`config.mk`:
```
export PLATFORM = sky130hd
export DESIGN_NAME = mms_cell
export DESIGN_NICKNAME = d
export VERILOG_FILES = /design/src/rtl/mms_pkg.sv /design/src/rtl/mms_cell.sv
export SDC_FILE = /design/constraint.sdc
export NUM_CORES = 2
export LEC_CHECK = 0
export ABC_AREA = 1
export BUFFER_PORTS_ARGS = -buffer_cell sky130_fd_sc_hd__buf_2
export CORE_MARGIN = 4
export CORE_UTILIZATION = 55
export DETAILED_ROUTE_END_ITERATION = 8
export GPL_TIMING_DRIVEN = 0
export PLACE_DENSITY = 0.77
export SETUP_SLACK_MARGIN = 0.02
export SKIP_CTS_REPAIR_TIMING = 1
export SLEW_MARGIN = 30
export SYNTH_ARGS = -nofsm -noshare
export SYNTH_HDL_FRONTEND = slang
export SYNTH_SLANG_ARGS = --single-unit
```
`constraint.sdc`:
```
create_clock -name clk -period 6.7 [get_ports clk]
set_input_delay 0 -clock clk [delete_from_list [all_inputs] [get_ports clk]]
set_output_delay 0 -clock clk [all_outputs]
set_load 0.05 [all_outputs]
```
`src/rtl/mms_pkg.sv`:
```
package mms_pkg;

	localparam int DEFAULT_MAX_DIM = 8;

	localparam int VAL_W  = 32;
	localparam int FRAC_W = 16;
	localparam int DIM_W  = 4;
	localparam int CMD_W  = 2;
	localparam int STAT_W = 2;

	localparam logic [CMD_W-1:0] CMD_LOAD  = 2'd0;
	localparam logic [CMD_W-1:0] CMD_LEFT  = 2'd1;
	localparam logic [CMD_W-1:0] CMD_SCALE = 2'd2;

	localparam logic [STAT_W-1:0] ST_OK       = 2'd0;
	localparam logic [STAT_W-1:0] ST_MISSING  = 2'd1;
	localparam logic [STAT_W-1:0] ST_MISMATCH = 2'd2;

	// operand moving from cell to cell: value and the row of the held matrix it meets
	typedef struct packed {
		logic                    valid;
		logic signed [VAL_W-1:0] a;
		logic [DIM_W-1:0]        n;
	} link_t;

	typedef struct packed {
		logic clr;
		logic capture;
		logic shift;
	} cell_ctl_t;

	typedef struct packed {
		logic                    en;
		logic [DIM_W-1:0]        row;
		logic [DIM_W-1:0]        col;
		logic signed [VAL_W-1:0] data;
	} store_wr_t;

endpackage

```
`src/rtl/mms_cell.sv`:
```
module mms_cell #(
	parameter int MAX_DIM = mms_pkg::DEFAULT_MAX_DIM,
	parameter int IDX     = 0
) (
	input  logic                             clk,
	input  logic                             arst_n,
	input  mms_pkg::cell_ctl_t               ctl,
	input  mms_pkg::store_wr_t               wr,
	input  mms_pkg::link_t                   link_in,
	output mms_pkg::link_t                   link_out,
	input  logic signed [mms_pkg::VAL_W-1:0] res_in,
	output logic signed [mms_pkg::VAL_W-1:0] res_out,
	output logic                             busy
);
	import mms_pkg::*;

	localparam int IDX_W  = $clog2(MAX_DIM);
	localparam int PROD_W = 2 * VAL_W;
	localparam int ACC_W  = PROD_W + $clog2(MAX_DIM);
	localparam logic signed [ACC_W-1:0] SAT_HI =
		{{(ACC_W-VAL_W+1){1'b0}}, {(VAL_W-1){1'b1}}};
	localparam logic signed [ACC_W-1:0] SAT_LO =
		{{(ACC_W-VAL_W+1){1'b1}}, {(VAL_W-1){1'b0}}};

	// one column of the held matrix
	logic signed [VAL_W-1:0]  col_mem [MAX_DIM];
	logic signed [PROD_W-1:0] prod_s1;
	logic                     prod_vld_s1;
	logic                     lvld_q;
	logic signed [VAL_W-1:0]  la_q;
	logic [DIM_W-1:0]         ln_q;
	logic signed [ACC_W-1:0]  acc_q;
	logic signed [ACC_W-1:0]  acc_shr;
	logic signed [VAL_W-1:0]  sat_val;
	logic signed [VAL_W-1:0]  res_q;

	always_ff @(posedge clk) begin
		if (wr.en && wr.col == DIM_W'(IDX)) begin
			col_mem[wr.row[IDX_W-1:0]] <= wr.data;
		end
		prod_s1 <= PROD_W'($signed(link_in.a)) * PROD_W'(col_mem[link_in.n[IDX_W-1:0]]);
		la_q    <= link_in.a;
		ln_q    <= link_in.n;
		if (ctl.clr) begin
			acc_q <= '0;
		end else if (prod_vld_s1) begin
			acc_q <= acc_q + ACC_W'(prod_s1);
		end
		if (ctl.capture) begin
			res_q <= sat_val;
		end else if (ctl.shift) begin
			res_q <= res_in;
		end
	end

	always_ff @(posedge clk or negedge arst_n) begin
		if (!arst_n) begin
			prod_vld_s1 <= 1'b0;
			lvld_q      <= 1'b0;
		end else begin
			prod_vld_s1 <= link_in.valid;
			lvld_q      <= link_in.valid;
		end
	end

	// floor shift of the exact sum, then clamp to 32 bits
	always_comb begin
		acc_shr = acc_q >>> FRAC_W;
		if (acc_shr > SAT_HI) begin
			sat_val = SAT_HI[VAL_W-1:0];
		end else if (acc_shr < SAT_LO) begin
			sat_val = SAT_LO[VAL_W-1:0];
		end else begin
			sat_val = acc_shr[VAL_W-1:0];
		end
	end

	assign link_out = '{valid: lvld_q, a: la_q, n: ln_q};
	assign res_out  = res_q;
	assign busy     = prod_vld_s1 | lvld_q;

endmodule

```
==> flow_results.org <==
** Outcome
- The run finished, with violations left.
- The checks that failed: negative hold slack, negative setup slack.

** Floorplanning
- Initial Utilization :: 55.37%
- The core region is 103500 um2.
- From bottom edge to top edge, the die measures 330.8 um.
- The initialized floorplan defines 118 standard-cell rows.
- Die width :: 330.8 um
- Die Outline Area :: 109400 um2
- IO Pins :: 185

** Setup path
- Of all nets on the critical path, the largest fanout is 8.
- Path type of the worst setup path :: reg2reg
- CP max stage cell :: sky130_fd_sc_hd__fa_2
- Data arrival, critical path :: 8.62 ns
- Sort of element at the start of the critical path :: flop
- Broken down by cell family, the worst path's largest delay share belongs to adder cells.
- The worst setup path is captured at a flop.
- Number of buffer and inverter stages on the critical path :: 7
- The most numerous cell type found on the critical path is sky130_fd_sc_hd__fa_1.
- Data required time of the critical path :: 7.28 ns
- Stage delay of the slowest cell on the critical path :: 0.81 ns

** Timing
- After layout, the minimum clock period comes to 8.035 ns.
- Setup violations remaining at the end of the flow were counted as 49.
- The tightest hold path in the finished design has a slack of -0.03043 ns.
- Unrepaired setup endpoints after global routing :: yes
- Measured against its own limit, the worst slew margin works out to 23.81%.
- Clock skew on the completed layout was measured at 0.05426 ns.
- Final worst slack :: -1.335 ns
- Total count of hold-check failures in the final report :: 4
- For the pin with the worst max-slew slack, the measured transition is 1.143 ns.
- Final cycle utilization of the critical path :: 119.9%
- For this run, the top clock speed supported by timing is 124.5 MHz.
- The final-report max-slew violation count is 0.

** Routing
- Iteration-0 DRC Markers :: 5804
- First-pass iteration count of the detailed router :: 8
- Per-cell routed wire length :: 28.57 um
- Summing over every cut layer, the via total after detailed routing is 49520.
- After detailed routing, the number of remaining DRC violations is 0.
- After detailed routing, the number of vias per cell comes to 5.909.
- Number of nets with antenna violations after routing :: 0
- WL final :: 239400 um

** Placement
- Port-buffer cells :: 181
- Detailed placement finished with a half-perimeter wire length of 189500 um.
- Including well taps, the total number of placed cells is 8045.
- Final RePlAce weighted congestion :: 1.032
- Prior to clock tree synthesis, the placed netlist has a worst setup slack of -3.055 ns.

** Layout
- The post-route netlist has 13.46% of its cells at a drive strength greater than 1.
- Filler cell count :: 8530
- Area of the multi-input gates :: 40720 um2
- At the end of the flow the core is filled with cells to 64.33%.
- Leaving out filler cells and counting taps, the final layout contains 8380.
- Area taken by flip-flops and latches :: 12020 um2
- In the final design database the tool counted 8399 nets.
- Area delta synth->final :: 16.18%

** Yosys
- Synthesis produced 6465 cells.
- The most used flip-flop cell after synthesis is sky130_fd_sc_hd__edfxtp_1.
- Counting flops with an async set or reset pin after synthesis yields a share of 0.2193%.
- Among all cell types in the netlist, the one instantiated most often is sky130_fd_sc_hd__inv_1.
- Synthesized netlist net count :: 7913
- Dominant cells by area after synthesis :: sky130_fd_sc_hd__fa_1 (38%), sky130_fd_sc_hd__edfxtp_1 (15%), sky130_fd_sc_hd__inv_1 (8.7%)
- Synth unique cells :: 54
- A synthesized cell averages 8.864 um2.
- For this run, the number of Yosys warnings is 0.
- Count of flip-flops with a built-in enable after synthesis :: 288
- Share of the yosys chip area belonging to registers :: 20.97%
- Counting instances in the post-synthesis netlist gives the leading cell types as sky130_fd_sc_hd__inv_1 (1321), sky130_fd_sc_hd__fa_1 (1083), sky130_fd_sc_hd__nor2_1 (1044).
- The synthesized netlist occupies a cell area of 57300 um2.
- The largest total area in the synthesized netlist belongs to sky130_fd_sc_hd__fa_1.
- Register bit total from synthesis :: 456
- The synthesized design devotes to its leading area cell type 37.83% of total area.

** Global route
- Initial antenna violation count :: 14
- Global-route wire length before repair :: 328400 um
- Total global routing overflow :: 0
- Global router's overall resource usage :: 42.31%
- Entering global routing, the biggest net connects 33 pins.
- The via count of the first global-routing pass was 48770.

** Min path
- HP Class :: in2reg

** Clocking
- Clock latency on the worst-skew pair, taken at its later pin, is 0.69 ns.
- For this design, the sink count on the clock tree is 456.
- H-tree Lvls :: 2
- Cts bufs inserted :: 50
- No sink is reached through more buffers than the 3 on the longest clock path.
- Clock transition at the registers of the reported paths :: 0.07 ns
- The cell sitting at the root of the clock tree is a sky130_fd_sc_hd__clkbuf_16.
- CTS tree :: yes

** Flow run
- The tool flagged a number of max-cap violations equal to 0.
routing by layer:
layer | track usage [%] | part of all wire (%) | vias up | routed length, um
met4 | 21.74 | 7.0 | 6 | 16870
met3 | 12.17 | 12 | 801 | 29160
met1 | 57.68 | 39 | 24820 | 92250
li1 | - | - | 20560 | -
met5 | 0 | 0.019 | - | 46
met2 | 61.91 | 42 | 3328 | 101100
cell families (layout without fill, tap and decap cells):
family                     Yosys count  count (layout)  share of synthesized area, %
AOI/OAI and AO/OA                  607             607                         6.223
buffers and inverters             1604            2130                         11.05
muxes                               62              62                         1.083
adders and majority gates         1333            1333                         43.29
xor gates and xnor gates            97              97                         1.483
DFF                                456             456                         20.97
and+or+nand+nor                   2306            2307                         15.90
other                                0               8                             0
worst reg2reg max path, cell delays in order (launching register included):
cell                         delay, ns
sky130_fd_sc_hd__edfxtp_1         0.43
sky130_fd_sc_hd__o21ai_0          0.26
sky130_fd_sc_hd__o221ai_2         0.16
sky130_fd_sc_hd__nand2_4          0.23
sky130_fd_sc_hd__buf_12           0.16
sky130_fd_sc_hd__nor2_4           0.05
sky130_fd_sc_hd__fa_1             0.54
sky130_fd_sc_hd__fa_1             0.56
sky130_fd_sc_hd__fa_2             0.57
sky130_fd_sc_hd__fa_2             0.82
sky130_fd_sc_hd__clkinvlp_4       0.25
sky130_fd_sc_hd__clkbuf_16        0.22
sky130_fd_sc_hd__fa_1             0.52
sky130_fd_sc_hd__inv_1            0.08
sky130_fd_sc_hd__fa_1             0.54
sky130_fd_sc_hd__inv_1            0.05
sky130_fd_sc_hd__fa_1             0.49
sky130_fd_sc_hd__inv_1            0.09
sky130_fd_sc_hd__fa_1             0.51
sky130_fd_sc_hd__ha_4             0.32
sky130_fd_sc_hd__nand2_1          0.13
sky130_fd_sc_hd__nor2_4           0.19
sky130_fd_sc_hd__inv_1            0.09
sky130_fd_sc_hd__nor3_2           0.32
sky130_fd_sc_hd__nand2_1          0.20
sky130_fd_sc_hd__nand4_1          0.14
sky130_fd_sc_hd__nand2_1          0.07
state kept, by name, summed over array words and instances, names as in the netlist:
register / cells
res_out: 32
prod_s1: 64
ln_q: 4
col_mem: 256
acc_q: 67
la_q: 32
lvld_q: 1
worst paths after layout:
kind | start | cells after the start | endpoint | slack (ns)
setup / recovery | col_mem[2][2] | 26 | prod_s1[57] | -1.34
max in group asynchronous | arst_n | 3 | lvld_q | 6.39
setup reg to reg | col_mem[2][2] | 26 | prod_s1[57] | -1.34
hold reg to reg | acc_q[0] | 2 | acc_q[0] | 0.47
min in group asynchronous | arst_n | 3 | lvld_q | 0.20
hold / removal | link_in[30] | 2 | la_q[26] | -0.03
cell type report:
type | count | share of cell area (%)
clock buffers | 56 | 1.958
plain buffers | 239 | 2.406
inverters | 1357 | 7.805
well taps | 1380 | 2.594
diodes | 8 | 0.03007
multi-input cells | 4406 | 61.16
repair buffers | 440 | 5.313
repair inverters | 1 | 0.01316
clock inverters | 37 | 0.6747
flip-flops and latches | 456 | 18.05
stage by stage:
stage	instance area [um2]	setup TNS, ns
2_1_floorplan	57580	-2.241
3_3_place_gp	60210	-114.09
3_5_place_dp	60590	-118.35
4_1_cts	62350	-101.35
5_1_grt	66560	-50.68
6_report	66580	-43.77
cell usage in the layout (no fill, tap or decap), types with 16 or more instances in the layout:
master                             n
sky130_fd_sc_hd__inv_1          1283
sky130_fd_sc_hd__fa_1           1055
sky130_fd_sc_hd__nand2_1         993
sky130_fd_sc_hd__nor2_1          986
sky130_fd_sc_hd__edfxtp_1        288
sky130_fd_sc_hd__ha_1            214
sky130_fd_sc_hd__buf_2           206
sky130_fd_sc_hd__a21oi_1         204
sky130_fd_sc_hd__dfxtp_1         167
sky130_fd_sc_hd__o21ai_0         146
sky130_fd_sc_hd__buf_4           140
sky130_fd_sc_hd__dlygate4sd3_1   119
sky130_fd_sc_hd__clkbuf_1        112
sky130_fd_sc_hd__nand3_1         104
sky130_fd_sc_hd__xor2_1           75
sky130_fd_sc_hd__mux2i_1          58
sky130_fd_sc_hd__nor2_2           55
sky130_fd_sc_hd__clkbuf_16        52
sky130_fd_sc_hd__o21ai_1          47
sky130_fd_sc_hd__buf_6            41
sky130_fd_sc_hd__inv_2            40
sky130_fd_sc_hd__o221ai_1         38
sky130_fd_sc_hd__a21oi_2          33
sky130_fd_sc_hd__nand2_2          31
sky130_fd_sc_hd__ha_4             30
sky130_fd_sc_hd__o21bai_1         29
sky130_fd_sc_hd__fa_2             28
sky130_fd_sc_hd__nor2_4           24
sky130_fd_sc_hd__nand2_4          22
sky130_fd_sc_hd__o221ai_2         21
sky130_fd_sc_hd__buf_12           21
sky130_fd_sc_hd__nand4_1          21
sky130_fd_sc_hd__xnor2_1          20
sky130_fd_sc_hd__clkinvlp_4       18
sky130_fd_sc_hd__a21o_1           17
sky130_fd_sc_hd__clkinv_1         16
Power is not shown: default switching activity piles up to over one toggle a cycle in this logic, so the estimate is an artifact.
